==> src/sv/uas_pkg.sv <==
// Shared types, codes and constants for the URL authority splitter.
`timescale 1ns / 1ps
package uas_pkg;

  localparam int unsigned MAX_URL_LEN_DFLT = 1024;
  localparam int unsigned CH_W   = 8;
  localparam int unsigned ROLE_W = 4;
  localparam int unsigned STAT_W = 2;
  localparam int unsigned PORT_W = 16;
  localparam int unsigned OFS_W  = 10;

  localparam logic [PORT_W-1:0] DEFAULT_PORT_RST = 16'd4840;

  // Character codes
  localparam logic [CH_W-1:0] CH_COLON = 8'h3A;
  localparam logic [CH_W-1:0] CH_SLASH = 8'h2F;
  localparam logic [CH_W-1:0] CH_LBRK  = 8'h5B;
  localparam logic [CH_W-1:0] CH_RBRK  = 8'h5D;
  localparam logic [CH_W-1:0] CH_ZERO  = 8'h30;
  localparam logic [CH_W-1:0] CH_NINE  = 8'h39;

  // Character roles
  localparam logic [ROLE_W-1:0] ROLE_SCHEME    = 4'd0;
  localparam logic [ROLE_W-1:0] ROLE_SCH_COLON = 4'd1;
  localparam logic [ROLE_W-1:0] ROLE_SLASH     = 4'd2;
  localparam logic [ROLE_W-1:0] ROLE_HOST      = 4'd3;
  localparam logic [ROLE_W-1:0] ROLE_BRACKET   = 4'd4;
  localparam logic [ROLE_W-1:0] ROLE_PORT_COL  = 4'd5;
  localparam logic [ROLE_W-1:0] ROLE_PORT_CH   = 4'd6;
  localparam logic [ROLE_W-1:0] ROLE_PATH      = 4'd7;
  localparam logic [ROLE_W-1:0] ROLE_IGNORED   = 4'd8;

  // Status codes
  localparam logic [STAT_W-1:0] ST_GOOD  = 2'd0;
  localparam logic [STAT_W-1:0] ST_INVAL = 2'd1;
  localparam logic [STAT_W-1:0] ST_LONG  = 2'd2;

  typedef enum logic [2:0] {
    PH_SCHEME,
    PH_SLASH1,
    PH_SLASH2,
    PH_HOST,
    PH_PORT,
    PH_PATH,
    PH_ERR
  } phase_t;

  typedef struct packed {
    logic [ROLE_W-1:0] role;
    logic              done_res;
    logic [STAT_W-1:0] status;
    logic [PORT_W-1:0] port_number;
    logic [OFS_W-1:0]  host_start;
    logic [OFS_W-1:0]  host_length;
    logic              has_path;
    logic [OFS_W-1:0]  path_start;
  } res_t;

endpackage

==> src/sv/uas_ifs.sv <==
// Valid/ready channel interfaces for URL characters and tagged results.
`timescale 1ns / 1ps
interface uas_in_if;
  import uas_pkg::*;
  logic            valid;
  logic            ready;
  logic [CH_W-1:0] ch;
  logic            last;

  modport source(output valid, output ch, output last, input ready);
  modport sink(input valid, input ch, input last, output ready);
endinterface

interface uas_out_if;
  import uas_pkg::*;
  logic              valid;
  logic              ready;
  logic [ROLE_W-1:0] role;
  logic              done_res;
  logic [STAT_W-1:0] status;
  logic [PORT_W-1:0] port_number;
  logic [OFS_W-1:0]  host_start;
  logic [OFS_W-1:0]  host_length;
  logic              has_path;
  logic [OFS_W-1:0]  path_start;

  modport source(output valid, output role, output done_res, output status,
                 output port_number, output host_start, output host_length,
                 output has_path, output path_start, input ready);
  modport sink(input valid, input role, input done_res, input status,
               input port_number, input host_start, input host_length,
               input has_path, input path_start, output ready);
endinterface

==> src/sv/uas_parse.sv <==
// Per-character parse state and tagging logic.
`timescale 1ns / 1ps
module uas_parse #(
  parameter int unsigned MAX_URL_LEN = uas_pkg::MAX_URL_LEN_DFLT
) (
  input  logic                        clk,
  input  logic                        rst_n,
  input  logic                        take,
  input  logic [uas_pkg::CH_W-1:0]    ch,
  input  logic                        last,
  input  logic [uas_pkg::PORT_W-1:0]  default_port,
  output uas_pkg::res_t               res
);
  import uas_pkg::*;

  localparam int unsigned POS_W = $clog2(MAX_URL_LEN + 1);
  localparam int unsigned SUM_W = (POS_W > OFS_W) ? POS_W : OFS_W;
  localparam logic [POS_W-1:0] POS_MAX = POS_W'(MAX_URL_LEN);

  phase_t             phase_r, phase_nxt, ph_eff;
  logic               in_br_r, in_br_nxt;
  logic [POS_W-1:0]   pos_r, pos_nxt;
  logic [PORT_W-1:0]  acc_r, acc_nxt;
  logic               stop_r, stop_nxt;
  logic               pseen_r, pseen_nxt;
  logic [POS_W-1:0]   hbeg_r, hbeg_nxt;
  logic [POS_W-1:0]   hfin_r, hfin_nxt;
  logic               hopen_r, hopen_nxt;
  logic               hclose_r, hclose_nxt;
  logic [POS_W-1:0]   pbeg_r, pbeg_nxt;
  logic               pfound_r, pfound_nxt;
  logic [STAT_W-1:0]  err_r, err_nxt;

  logic               too_long, is_colon, is_slash, is_digit, open_here;
  logic [POS_W-1:0]   pos_inc;
  logic [ROLE_W-1:0]  role;
  logic [STAT_W-1:0]  err_fin;
  logic [POS_W-1:0]   len_raw;
  logic               strip;
  logic [SUM_W-1:0]   start_ext, len_ext, pbeg_ext;
  logic [PORT_W-1:0]  acc_step;

  assign too_long  = (phase_r != PH_ERR) && (pos_r >= POS_MAX);
  assign ph_eff    = too_long ? PH_ERR : phase_r;
  assign is_colon  = (ch == CH_COLON);
  assign is_slash  = (ch == CH_SLASH);
  assign is_digit  = (ch >= CH_ZERO) && (ch <= CH_NINE);
  assign open_here = (pos_r == hbeg_r) && (ch == CH_LBRK);
  assign pos_inc   = POS_W'(pos_r + 1'b1);
  // accum * 10 + digit, mod 2^16
  assign acc_step  = PORT_W'((acc_r << 3) + (acc_r << 1) + PORT_W'(ch - CH_ZERO));

  // Next phase
  always_comb begin
    phase_nxt = ph_eff;
    unique case (ph_eff)
      PH_SCHEME: if (is_colon) phase_nxt = PH_SLASH1;
      PH_SLASH1: phase_nxt = is_slash ? PH_SLASH2 : PH_ERR;
      PH_SLASH2: phase_nxt = is_slash ? PH_HOST : PH_ERR;
      PH_HOST: begin
        if (!in_br_r && !open_here) begin
          if (is_colon)      phase_nxt = PH_PORT;
          else if (is_slash) phase_nxt = PH_PATH;
        end
      end
      PH_PORT: if (is_slash) phase_nxt = PH_PATH;
      PH_PATH: phase_nxt = PH_PATH;
      PH_ERR:  phase_nxt = PH_ERR;
      default: phase_nxt = PH_ERR;
    endcase
  end

  // Role and datapath updates
  always_comb begin
    role       = ROLE_IGNORED;
    in_br_nxt  = in_br_r;
    acc_nxt    = acc_r;
    stop_nxt   = stop_r;
    pseen_nxt  = pseen_r;
    hbeg_nxt   = hbeg_r;
    hfin_nxt   = hfin_r;
    hopen_nxt  = hopen_r;
    hclose_nxt = hclose_r;
    pbeg_nxt   = pbeg_r;
    pfound_nxt = pfound_r;
    err_nxt    = too_long ? ST_LONG : err_r;
    unique case (ph_eff)
      PH_SCHEME: role = is_colon ? ROLE_SCH_COLON : ROLE_SCHEME;
      PH_SLASH1: begin
        if (is_slash) role = ROLE_SLASH;
        else          err_nxt = ST_INVAL;
      end
      PH_SLASH2: begin
        if (is_slash) begin
          role     = ROLE_SLASH;
          hbeg_nxt = pos_inc;
          hfin_nxt = pos_inc;
        end else begin
          err_nxt = ST_INVAL;
        end
      end
      PH_HOST: begin
        if (in_br_r) begin
          hfin_nxt = pos_inc;
          if (ch == CH_RBRK) begin
            in_br_nxt  = 1'b0;
            hclose_nxt = 1'b1;
            role       = ROLE_BRACKET;
          end else begin
            hclose_nxt = 1'b0;
            role       = ROLE_HOST;
          end
        end else if (open_here) begin
          in_br_nxt  = 1'b1;
          hopen_nxt  = 1'b1;
          hclose_nxt = 1'b0;
          hfin_nxt   = pos_inc;
          role       = ROLE_BRACKET;
        end else if (is_colon) begin
          pseen_nxt = 1'b1;
          role      = ROLE_PORT_COL;
        end else if (is_slash) begin
          pfound_nxt = 1'b1;
          pbeg_nxt   = pos_r;
          role       = ROLE_PATH;
        end else begin
          hclose_nxt = (ch == CH_RBRK);
          hfin_nxt   = pos_inc;
          role       = ROLE_HOST;
        end
      end
      PH_PORT: begin
        if (is_slash) begin
          pfound_nxt = 1'b1;
          pbeg_nxt   = pos_r;
          role       = ROLE_PATH;
        end else begin
          if (!stop_r && is_digit) acc_nxt  = acc_step;
          else                     stop_nxt = 1'b1;
          role = ROLE_PORT_CH;
        end
      end
      PH_PATH: role = ROLE_PATH;
      PH_ERR:  role = ROLE_IGNORED;
      default: role = ROLE_IGNORED;
    endcase
    pos_nxt = (pos_r < POS_MAX) ? pos_inc : pos_r;
  end

  // Summary on the last character
  always_comb begin
    err_fin = err_nxt;
    if (err_nxt == ST_GOOD && (phase_nxt == PH_SCHEME || phase_nxt == PH_SLASH1 ||
                               phase_nxt == PH_SLASH2)) begin
      err_fin = ST_INVAL;
    end
    len_raw   = hfin_nxt - hbeg_nxt;
    strip     = (len_raw >= POS_W'(2)) && hopen_nxt && hclose_nxt;
    start_ext = SUM_W'(hbeg_nxt) + SUM_W'(strip);
    len_ext   = SUM_W'(len_raw) - (strip ? SUM_W'(2) : SUM_W'(0));
    pbeg_ext  = SUM_W'(pbeg_nxt);

    res             = '0;
    res.role        = role;
    res.done_res    = last;
    if (last) begin
      res.status = err_fin;
      if (err_fin == ST_GOOD) begin
        res.port_number = pseen_nxt ? acc_nxt : default_port;
        res.host_start  = start_ext[OFS_W-1:0];
        res.host_length = len_ext[OFS_W-1:0];
        res.has_path    = pfound_nxt;
        res.path_start  = pfound_nxt ? pbeg_ext[OFS_W-1:0] : '0;
      end
    end
  end

  always_ff @(posedge clk) begin
    if (!rst_n || (take && last)) begin
      phase_r  <= PH_SCHEME;
      in_br_r  <= 1'b0;
      pos_r    <= '0;
      acc_r    <= '0;
      stop_r   <= 1'b0;
      pseen_r  <= 1'b0;
      hbeg_r   <= '0;
      hfin_r   <= '0;
      hopen_r  <= 1'b0;
      hclose_r <= 1'b0;
      pbeg_r   <= '0;
      pfound_r <= 1'b0;
      err_r    <= ST_GOOD;
    end else if (take) begin
      phase_r  <= phase_nxt;
      in_br_r  <= in_br_nxt;
      pos_r    <= pos_nxt;
      acc_r    <= acc_nxt;
      stop_r   <= stop_nxt;
      pseen_r  <= pseen_nxt;
      hbeg_r   <= hbeg_nxt;
      hfin_r   <= hfin_nxt;
      hopen_r  <= hopen_nxt;
      hclose_r <= hclose_nxt;
      pbeg_r   <= pbeg_nxt;
      pfound_r <= pfound_nxt;
      err_r    <= err_nxt;
    end
  end

endmodule

==> src/sv/uas_out_reg.sv <==
// Result register with valid/ready handoff to the result channel.
`timescale 1ns / 1ps
module uas_out_reg (
  input  logic          clk,
  input  logic          rst_n,
  input  logic          load,
  input  uas_pkg::res_t res_in,
  input  logic          out_ready,
  output logic          can_take,
  output logic          out_valid,
  output uas_pkg::res_t res_out
);
  import uas_pkg::*;

  logic valid_r, valid_nxt;
  res_t res_r;

  assign can_take  = !valid_r || out_ready;
  assign valid_nxt = load || (valid_r && !out_ready);
  assign out_valid = valid_r;
  assign res_out   = res_r;

  always_ff @(posedge clk) begin
    if (!rst_n) begin
      valid_r <= 1'b0;
    end else begin
      valid_r <= valid_nxt;
    end
  end

  always_ff @(posedge clk) begin
    if (load) begin
      res_r <= res_in;
    end
  end

endmodule

==> src/sv/url_authority_splitter_core.sv <==
// Top level: URL scheme/host/port/path splitter, one character per cycle.
// A character's result is registered and appears in the cycle after it is accepted.
// Throughput: one character per cycle while the sink keeps up; parse state
//   updates per character, and the result register frees as the sink takes.
// Reset (rst_n low, synchronous): parse state cleared to the scheme phase,
//   result register emptied, default_port back to 4840.
`timescale 1ns / 1ps
module url_authority_splitter_core #(
  parameter int unsigned MAX_URL_LEN = uas_pkg::MAX_URL_LEN_DFLT
) (
  input  logic                        clk,
  input  logic                        rst_n,
  uas_in_if.sink                      in_chan,
  uas_out_if.source                   out_chan,
  input  logic                        cfg_we,
  input  logic [uas_pkg::PORT_W-1:0]  cfg_wdata
);
  import uas_pkg::*;

  logic [PORT_W-1:0] default_port_r;
  logic              take;
  logic              can_take;
  res_t              res_cur;
  res_t              res_q;

  // Configuration: default port, written only while idle: a user duty the block does not enforce
  always_ff @(posedge clk) begin
    if (!rst_n) begin
      default_port_r <= DEFAULT_PORT_RST;
    end else if (cfg_we) begin
      default_port_r <= cfg_wdata;
    end
  end

  // An item enters whenever the result register is empty or being drained
  assign in_chan.ready = can_take;
  assign take          = in_chan.valid && can_take;

  // Parse state machine: tags the character and builds the URL summary
  uas_parse #(
    .MAX_URL_LEN (MAX_URL_LEN)
  ) u_parse (
    .clk          (clk),
    .rst_n        (rst_n),
    .take         (take),
    .ch           (in_chan.ch),
    .last         (in_chan.last),
    .default_port (default_port_r),
    .res          (res_cur)
  );

  // Result register toward the sink
  uas_out_reg u_out (
    .clk       (clk),
    .rst_n     (rst_n),
    .load      (take),
    .res_in    (res_cur),
    .out_ready (out_chan.ready),
    .can_take  (can_take),
    .out_valid (out_chan.valid),
    .res_out   (res_q)
  );

  assign out_chan.role        = res_q.role;
  assign out_chan.done_res    = res_q.done_res;
  assign out_chan.status      = res_q.status;
  assign out_chan.port_number = res_q.port_number;
  assign out_chan.host_start  = res_q.host_start;
  assign out_chan.host_length = res_q.host_length;
  assign out_chan.has_path    = res_q.has_path;
  assign out_chan.path_start  = res_q.path_start;

  // Every accepted character yields a result on the next cycle
  a_take_gives_result: assert property (@(posedge clk) disable iff (!rst_n)
    take |=> out_chan.valid)
    else $error("accepted item produced no result");

  // Input stalls only while a result is held back by the sink
  a_stall_cause: assert property (@(posedge clk) disable iff (!rst_n)
    !in_chan.ready |-> (out_chan.valid && !out_chan.ready))
    else $error("input stalled without a blocked result");

  // Summary fields are zero on results that are not the last character
  a_mid_summary_zero: assert property (@(posedge clk) disable iff (!rst_n)
    (out_chan.valid && !out_chan.done_res) |->
      (out_chan.status == ST_GOOD && out_chan.port_number == '0 &&
       out_chan.host_length == '0 && !out_chan.has_path))
    else $error("summary fields set on a non-final result");

  // A failed URL reports no port, host or path
  a_err_summary_zero: assert property (@(posedge clk) disable iff (!rst_n)
    (out_chan.valid && out_chan.status != ST_GOOD) |->
      (out_chan.port_number == '0 && out_chan.host_start == '0 &&
       out_chan.host_length == '0 && !out_chan.has_path &&
       out_chan.path_start == '0))
    else $error("error result carries summary data");

endmodule
==> src/flat_wrapper.sv <==
// flat-port wrapper written by rule: the top's interface ports become plain ports
module url_authority_splitter_core_flat import uas_pkg::*;
#(
  parameter int unsigned MAX_URL_LEN = uas_pkg::MAX_URL_LEN_DFLT
)
  (clk, rst_n, cfg_we, cfg_wdata, in_chan_valid, in_chan_ch, in_chan_last, in_chan_ready, out_chan_valid, out_chan_role, out_chan_done_res, out_chan_status, out_chan_port_number, out_chan_host_start, out_chan_host_length, out_chan_has_path, out_chan_path_start, out_chan_ready);
  uas_in_if in_chan_i ();
  uas_out_if out_chan_i ();
  input  logic clk;
  input  logic rst_n;
  input  logic cfg_we;
  input  logic [uas_pkg::PORT_W-1:0] cfg_wdata;
  input wire logic [$bits(in_chan_i.valid)-1:0] in_chan_valid;
  input wire logic [$bits(in_chan_i.ch)-1:0] in_chan_ch;
  input wire logic [$bits(in_chan_i.last)-1:0] in_chan_last;
  output wire logic [$bits(in_chan_i.ready)-1:0] in_chan_ready;
  output wire logic [$bits(out_chan_i.valid)-1:0] out_chan_valid;
  output wire logic [$bits(out_chan_i.role)-1:0] out_chan_role;
  output wire logic [$bits(out_chan_i.done_res)-1:0] out_chan_done_res;
  output wire logic [$bits(out_chan_i.status)-1:0] out_chan_status;
  output wire logic [$bits(out_chan_i.port_number)-1:0] out_chan_port_number;
  output wire logic [$bits(out_chan_i.host_start)-1:0] out_chan_host_start;
  output wire logic [$bits(out_chan_i.host_length)-1:0] out_chan_host_length;
  output wire logic [$bits(out_chan_i.has_path)-1:0] out_chan_has_path;
  output wire logic [$bits(out_chan_i.path_start)-1:0] out_chan_path_start;
  input wire logic [$bits(out_chan_i.ready)-1:0] out_chan_ready;
  assign in_chan_i.valid = in_chan_valid;
  assign in_chan_i.ch = in_chan_ch;
  assign in_chan_i.last = in_chan_last;
  assign in_chan_ready = in_chan_i.ready;
  assign out_chan_valid = out_chan_i.valid;
  assign out_chan_role = out_chan_i.role;
  assign out_chan_done_res = out_chan_i.done_res;
  assign out_chan_status = out_chan_i.status;
  assign out_chan_port_number = out_chan_i.port_number;
  assign out_chan_host_start = out_chan_i.host_start;
  assign out_chan_host_length = out_chan_i.host_length;
  assign out_chan_has_path = out_chan_i.has_path;
  assign out_chan_path_start = out_chan_i.path_start;
  assign out_chan_i.ready = out_chan_ready;
  url_authority_splitter_core #(.MAX_URL_LEN(MAX_URL_LEN)) u_core (.clk(clk), .rst_n(rst_n), .in_chan(in_chan_i), .out_chan(out_chan_i), .cfg_we(cfg_we), .cfg_wdata(cfg_wdata));
endmodule
==> config.mk <==
export PLATFORM = sky130hd
export DESIGN_NAME = url_authority_splitter_core_flat
export DESIGN_NICKNAME = d
export VERILOG_FILES = /design/src/sv/uas_pkg.sv /design/src/sv/uas_ifs.sv /design/src/sv/uas_parse.sv /design/src/sv/uas_out_reg.sv /design/src/sv/url_authority_splitter_core.sv /design/src/flat_wrapper.sv
export SDC_FILE = /design/constraint.sdc
export NUM_CORES = 1
export LEC_CHECK = 0
export BUFFER_PORTS_ARGS = -buffer_cell sky130_fd_sc_hd__buf_4
export CAP_MARGIN = 20
export CELL_PAD_IN_SITES_DETAIL_PLACEMENT = 0
export CELL_PAD_IN_SITES_GLOBAL_PLACEMENT = 2
export CORE_MARGIN = 5
export CORE_UTILIZATION = 30
export DETAILED_ROUTE_END_ITERATION = 16
export GPL_ROUTABILITY_DRIVEN = 0
export PLACE_DENSITY = 0.8
export SKIP_LAST_GASP = 1
export SLEW_MARGIN = 30
export SYNTH_ARGS = -nofsm -noshare
export SYNTH_HDL_FRONTEND = slang
export SYNTH_SLANG_ARGS = --single-unit
==> constraint.sdc <==
create_clock -name clk -period 7.8 [get_ports clk]
set_input_delay 2.34 -clock clk [delete_from_list [all_inputs] [get_ports clk]]
set_output_delay 2.34 -clock clk [all_outputs]
set_load 0.03 [all_outputs]
After elaboration in Yosys (flattened, before gate mapping)
Index checks and enable logic that the tools add are counted.

Register bits after elaboration: 142. Word-level logic and storage cells: 148.

Add/subtract/negate cells: 7. Order comparisons: 5. Eq/ne operators: 16. Reduce and logical (&&, ||, !) cells: 34. Muxes and demuxes: 60. Bitwise logic cells: 2.

Operators by type and width (number): $mux W11 (11); $mux W16 (4); $pmux W11 S2 (2); $mux W3 (11); $add A16 B16 Y16 (2); $mux W1 (22); $pmux W4 S5 (1); $pmux W3 S6 (1); $eq A8 B6 Y1 const B (2); $eq A8 B7 Y1 const B (2); $add A11 B1 Y11 const B (1); $eq A11 B11 Y1 (1); $ge A11 B11 Y1 const B (1); $ge A11 B2 Y1 const B (1); $logic_and A1 B1 Y1 (11); $lt A11 B11 Y1 const B (1); $sub A11 B11 Y11 (1); $add A10 B1 Y10 (1); $mux W2 (5); $sub A10 B2 Y10 (1); $eq A3 B2 Y1 const B (3); $sub A8 B6 Y9 const B (1); $ge A8 B6 Y1 const B (1); $le A8 B6 Y1 const B (1); other kinds (17) (36).

Depth between registers and ports, before layout
Word-level depth: 14. Depth in mapped cells: 23. Depth with buffers taken out: 22.

Cells and area by module
Synthesis repeated with hierarchy kept, for this count alone.

Cell total of the unflattened synthesis: 928. Area total of the unflattened synthesis: 8304.2 um^2.

Modules (own cells, without submodules): uas_parse (area each 6027.0 um^2, cells each 818, instances 1, seq. area each 1401.3 um^2); uas_out_reg (area each 1670.4 um^2, cells each 58, instances 1, seq. area each 1641.6 um^2); url_authority_splitter_core (area each 606.8 um^2, cells each 52, instances 1, seq. area each 320.3 um^2).

Worst setup path before layout
OpenSTA, ideal clock, no wires.

Kind: in2reg. Start: in in_chan_ch[4]. End: reg u_core.u_out.res_r, in the netlist u_core.u_out.res_out[20], data pin. Setup slack: 0.850 ns. Stages on the path: 20. Library setup time: 0.146 ns. Arrival time: 6.804 ns. Path through: ha_1 or3b_4 a211oi_1 a211oi_2 buf_2 nor2_1 a21oi_1 ha_1 nor4_1 a21oi_1 a21boi_0 o311ai_0 nor4b_1 a21oi_1 ha_1 nand2_1 and4bb_2 nand3_1 or3_1 a21oi_1.

Elaborated cells between the ends (all ways): 49.

RTL lines: from (decl) (RTL line flat_wrapper.sv:14) `input wire logic [$bits(in_chan_i.ch)-1:0] in_chan_ch;`; $eq A8 B6 Y1 (RTL line uas_parse.sv:46) `assign is_slash = (ch == CH_SLASH);`; $mux W11 (RTL line uas_parse.sv:122) `end else if (is_slash) begin`; $mux W11 (RTL line uas_parse.sv:119) `end else if (is_colon) begin`; $mux W11 (RTL line uas_parse.sv:113) `end else if (open_here) begin`; $mux W11 (RTL line uas_parse.sv:103) `if (in_br_r) begin`; $pmux W11 S2 (*) (RTL line uas_parse.sv:87) `unique case (ph_eff)`; net u_core.u_parse.hfin_nxt[4] (RTL line uas_parse.sv:27) `logic [POS_W-1:0] hfin_r, hfin_nxt;`; $sub A11 B11 Y11 (*) (RTL line uas_parse.sv:157) `len_raw = hfin_nxt - hbeg_nxt;`; $ge A11 B2 Y1 (RTL line uas_parse.sv:158) `strip = (len_raw >= POS_W'(2)) && hopen_nxt && hclose_nxt;`; $logic_and A1 B1 Y1 (2 in series) (RTL line uas_parse.sv:158); $mux W2 (RTL line uas_parse.sv:160) `len_ext = SUM_W'(len_raw) - (strip ? SUM_W'(2) : SUM_W'(0));`; $sub A10 B2 Y10 (*) (RTL line uas_parse.sv:160); to (signal assigned) (RTL line uas_out_reg.sv:33) `res_r <= res_in;`; to (decl) (RTL line uas_out_reg.sv:16) `res_t res_r;`.

The timed path passes the listed nets; every way through them passes the cells marked *. A chain may end at the register's enable or synchronous reset.

Worst setup path after layout
Start: in in_chan_ch[4]. End: reg u_core.u_out.res_r, in the netlist u_core.u_out.res_out[20], data pin.

Word-level cells in the longest chain between the ends: 13. Elaborated cells between the ends (all ways): 49.

RTL lines: branches (longest 13 deep; another with $sub A11 B11 Y11).

Parallel ways; which one is timed is not known.

==> summary.txt <==
Power
  – Sequential group share of total power: 0.437
  – P_sw: 0.0005174 W
  – Clock power frac: 0.443
  – Internal power: 0.001319 W
  – Gate power share: 0.121
  – Sw Share: 0.2818
  – Peak VDD IR: 0.00008444 V
  – Power per cell area: 184.6 mW/mm2
  – Leak: 3.702 nW

Floorplanning
  – Rows: 61
  – Die Y: 177 um
  – Core Region: 0.02763 mm2
  – Initial Utilization: 0.3028
  – Die Area: 0.03133 mm2
  – Io pins: 86
  – Die Span X: 177 um

Critical path
  – Worst path slowest cell: o311ai_0
  – Critical path arrival: 7.24 ns
  – Largest fanout on the critical path: 13
  – CP endpoint kind: flip-flop
  – Critical path cell sequence: buf_4 -> inv_1 -> ha_1 -> and3_1 -> and3_1 -> buf_4 -> nor2_1 -> a21o_1 -> ha_1 -> nor4_1 -> a21oi_1 -> a21boi_0 -> o311ai_0 -> nor4b_1 -> a21oi_1 -> ha_1 -> nand2_1 -> and4bb_2 -> nand3_1 -> or3_1 -> a21oi_1
  – CP Launch Type: input pin
  – CP max stage delay: 0.56 ns
  – WP data required: 8.08 ns
  – Setup CP Type: in -> reg
  – R2R Setup Slk: 2.34 ns

Job
  – Max Cap Viol: 0

Logic synthesis
  – Main synth FF type: dfxtp_1
  – Syn Nets: 1023
  – Async set-reset flop share out of synthesis: 0
  – Synth top area cells: dfxtp_1, edfxtp_1, nor2_1
  – Avg Cell Area, Syn: 8.844 um2
  – Yosys reg bits: 141
  – Mapped Cells: 946
  – Total number of yosys warnings: 0
  – Cell variety after synth: 59
  – Synth top area share: 0.2082
  – Number of synthesized flops with an enable pin: 54
  – Seq/Total Area, Yosys: 0.4020
  – Synth area leader: dfxtp_1
  – Mapped Area: 0.008367 mm2

Placed design
  – Final HPWL DP: 16900 um
  – Port bufs: 85

Clocking
  – Maximum root-to-sink buffer count: 2
  – Worst-Skew Late Latency: 0.42 ns
  – CTS sink cnt: 141
  – Cts bufs inserted: 17
  – H-tree depth: 4
  – # hold bufs at CTS: 0
  – Resized Gates After CTS: 0
  – CTS tree: built
  – CTS root buffer: clkbuf_16
  – Number of post-CTS setup repair buffers: 0
  – Worst-path clk slew: 0.07 ns

Timing
  – Final Hold Fails: 0
  – Period utilization: 0.8919
  – Slew HR: 0.3783
  – RSZ-0062 raised after global routing: false
  – Pins Over Slew Limit: 0
  – Worst-margin pin slew: 0.9326 ns
  – Final Setup Violations: 0
  – Fmax: 0.1437 GHz
  – Post-Route Setup TNS: 0 ns
  – Post-layout min period: 6.957 ns
  – Clock skew: 0.01158 ns

Outcome
  – Status: finished, final reports clean

Routing
  – Via/cell ratio: 4.894
  – Starting DRT DRC Count: 371
  – Highest Signal Layer: met4
  – Wire length on met1: 11140 um
  – Vias after detailed routing: 6852
  – DRC Markers: 0
  – Routed Wire Length: 23230 um
  – Post-route ant nets: 0
  – Met3 WL: 561 um
  – Drt pass-1 iters: 6
  – WL met2: 11240 um
  – WL per Instance: 16.59 um

Cells and area
  – Layout cell share with drive strength beyond 1: 0.1477
  – Most common cell after layout, fill and taps aside: nor2_1
  – # fillers: 2919
  – Syn-to-layout area delta: 18.90%
  – Layout net count: 1086
  – Commonest non-fill, non-tap cells in the layout: nor2_1, buf_4, nand2_1, dfxtp_1, a21oi_1
  – # diodes: 0
  – Post-Route Utilization: 0.3601

Global routing
  – Vias in the first global route: 6951
  – First-pass GRT wire length: 37920 um
  – GRT Overall Usage: 0.1514
  – Antenna violations before repair: 0
  – Grt ovf: 0
  – Largest net degree at the start of global routing: 54

Worst hold path
  – Hold Path Class: reg -> reg
-- synthesized netlist by cell type (3+ instances only) --
cell        n
a21oi_1    80
mux2i_1    39
o211ai_1   10
dfxtp_1    87
nor4b_1     3
xnor2_1    41
a211oi_1   21
a21boi_0    4
buf_1       5
clkbuf_1   41
nand3_1    33
a31oi_1    11
buf_2       9
a21o_1     14
a311oi_1    6
a221oi_1    3
nor3_1     23
and2_1      8
nand2b_1    8
nand4_1     7
or2_2       3
ha_1       33
xor2_1     23
o21ai_0    34
nand2_1    93
edfxtp_1   54
nor2_1    130
nor4_1      7
and3_1      7
nor2b_1    19
o31a_1      3
fa_1       14
inv_1      30
a211o_1     5
mux2_2      3
o41ai_1     3
-- power groups by stage --
stage | clock network (W) | registers (W) | logic (W)
6_report | 0.000813 | 0.000802 | 0.000222
5_1_grt | 0.000872 | 0.000805 | 0.000242
4_1_cts | 0.000841 | 0.000802 | 0.000225
3_5_place_dp | 0 | 0.000819 | 0.000224
3_3_place_gp | 0 | 0.000819 | 0.000224
2_1_floorplan | 0 | 0.000847 | 0.000114
-- kinds of logic after synthesis --
| logic type | Yosys count | share of synthesized area |
|---|---|---|
| compound gates | 210 | 0.1593 |
| xor+xnor | 64 | 0.06699 |
| fa+ha+maj | 47 | 0.08285 |
| buf+inv | 86 | 0.04083 |
| flops | 141 | 0.4020 |
| mux | 42 | 0.05069 |
| simple gates | 356 | 0.1974 |
-- layout make-up --
| type | instances | area (um2) | share of cell area |
|---|---|---|---|
| clock inverter | 14 | 145.1 | 0.01459 |
| tap | 378 | 473.0 | 0.04754 |
| sequential | 141 | 3363 | 0.3381 |
| timing repair buffer | 100 | 750.7 | 0.07546 |
| inverter | 30 | 113.9 | 0.01145 |
| multi-input combinational | 719 | 4673 | 0.4698 |
| clock buffer | 18 | 429.2 | 0.04314 |
-- per-stage QoR --
| stage | total power [W] | setup slack, ns | hold WS, ns | area [um2] | cells |
|---|---|---|---|---|---|
| after floorplan | 0.0009607 | 0.8505 | 0.4319 | 8367 | 946 |
| after global placement | 0.001043 | 0.4709 | 0.4397 | 9370 | 1368 |
| after detailed placement | 0.001042 | 0.4220 | 0.4437 | 9373 | 1368 |
| after CTS | 0.001868 | 0.8524 | 0.4530 | 9947 | 1400 |
| after global routing | 0.001919 | 0.3814 | 0.4781 | 9948 | 1400 |
| final | 0.001836 | 0.8431 | 0.4515 | 9948 | 1400 |
-- routing by layer --
| layer | vias up | GRT usage |
|---|---|---|
| li1 | 3484 | - |
| met1 | 3264 | 0.2009 |
| met2 | 86 | 0.2593 |
| met3 | 18 | 0.02264 |
| met4 | 0 | 0.03836 |
| met5 | - | 0 |
-- worst max-delay path, delay by kind of cell --
kind,cells,cell delay [ns]
simple gates,9,2.19
buf+inv,3,0.52
fa+ha+maj,3,0.71
compound gates,6,1.45
-- flip-flops by register name (all words and copies together) (netlist names), 2 cells and up --
signal and cells:
u_core.default_port_r 16, u_core.u_out.res_out 54, u_core.u_parse.acc_r 16, u_core.u_parse.err_r 2
u_core.u_parse.hbeg_r 11, u_core.u_parse.hfin_r 11, u_core.u_parse.pbeg_r 10, u_core.u_parse.phase_r 3
u_core.u_parse.pos_r 11
-- final timing paths --
check	startpoint	to	cells after the start
hold / removal	u_core.u_parse.acc_r[4]$_SDFFE_PP0P_	u_core.u_parse.acc_r[4]$_SDFFE_PP0P_	2
setup / recovery	in_chan_ch[4]	u_core.u_out.res_out[20]$_SDFFCE_PN0P_	21
setup reg to reg	u_core.u_parse.pos_r[10]$_SDFFE_PP0P_	u_core.u_out.res_out[20]$_SDFFCE_PN0P_	18
hold reg to reg	u_core.u_parse.acc_r[4]$_SDFFE_PP0P_	u_core.u_parse.acc_r[4]$_SDFFE_PP0P_	2
Note: power is estimated with default switching activity, not from simulation.
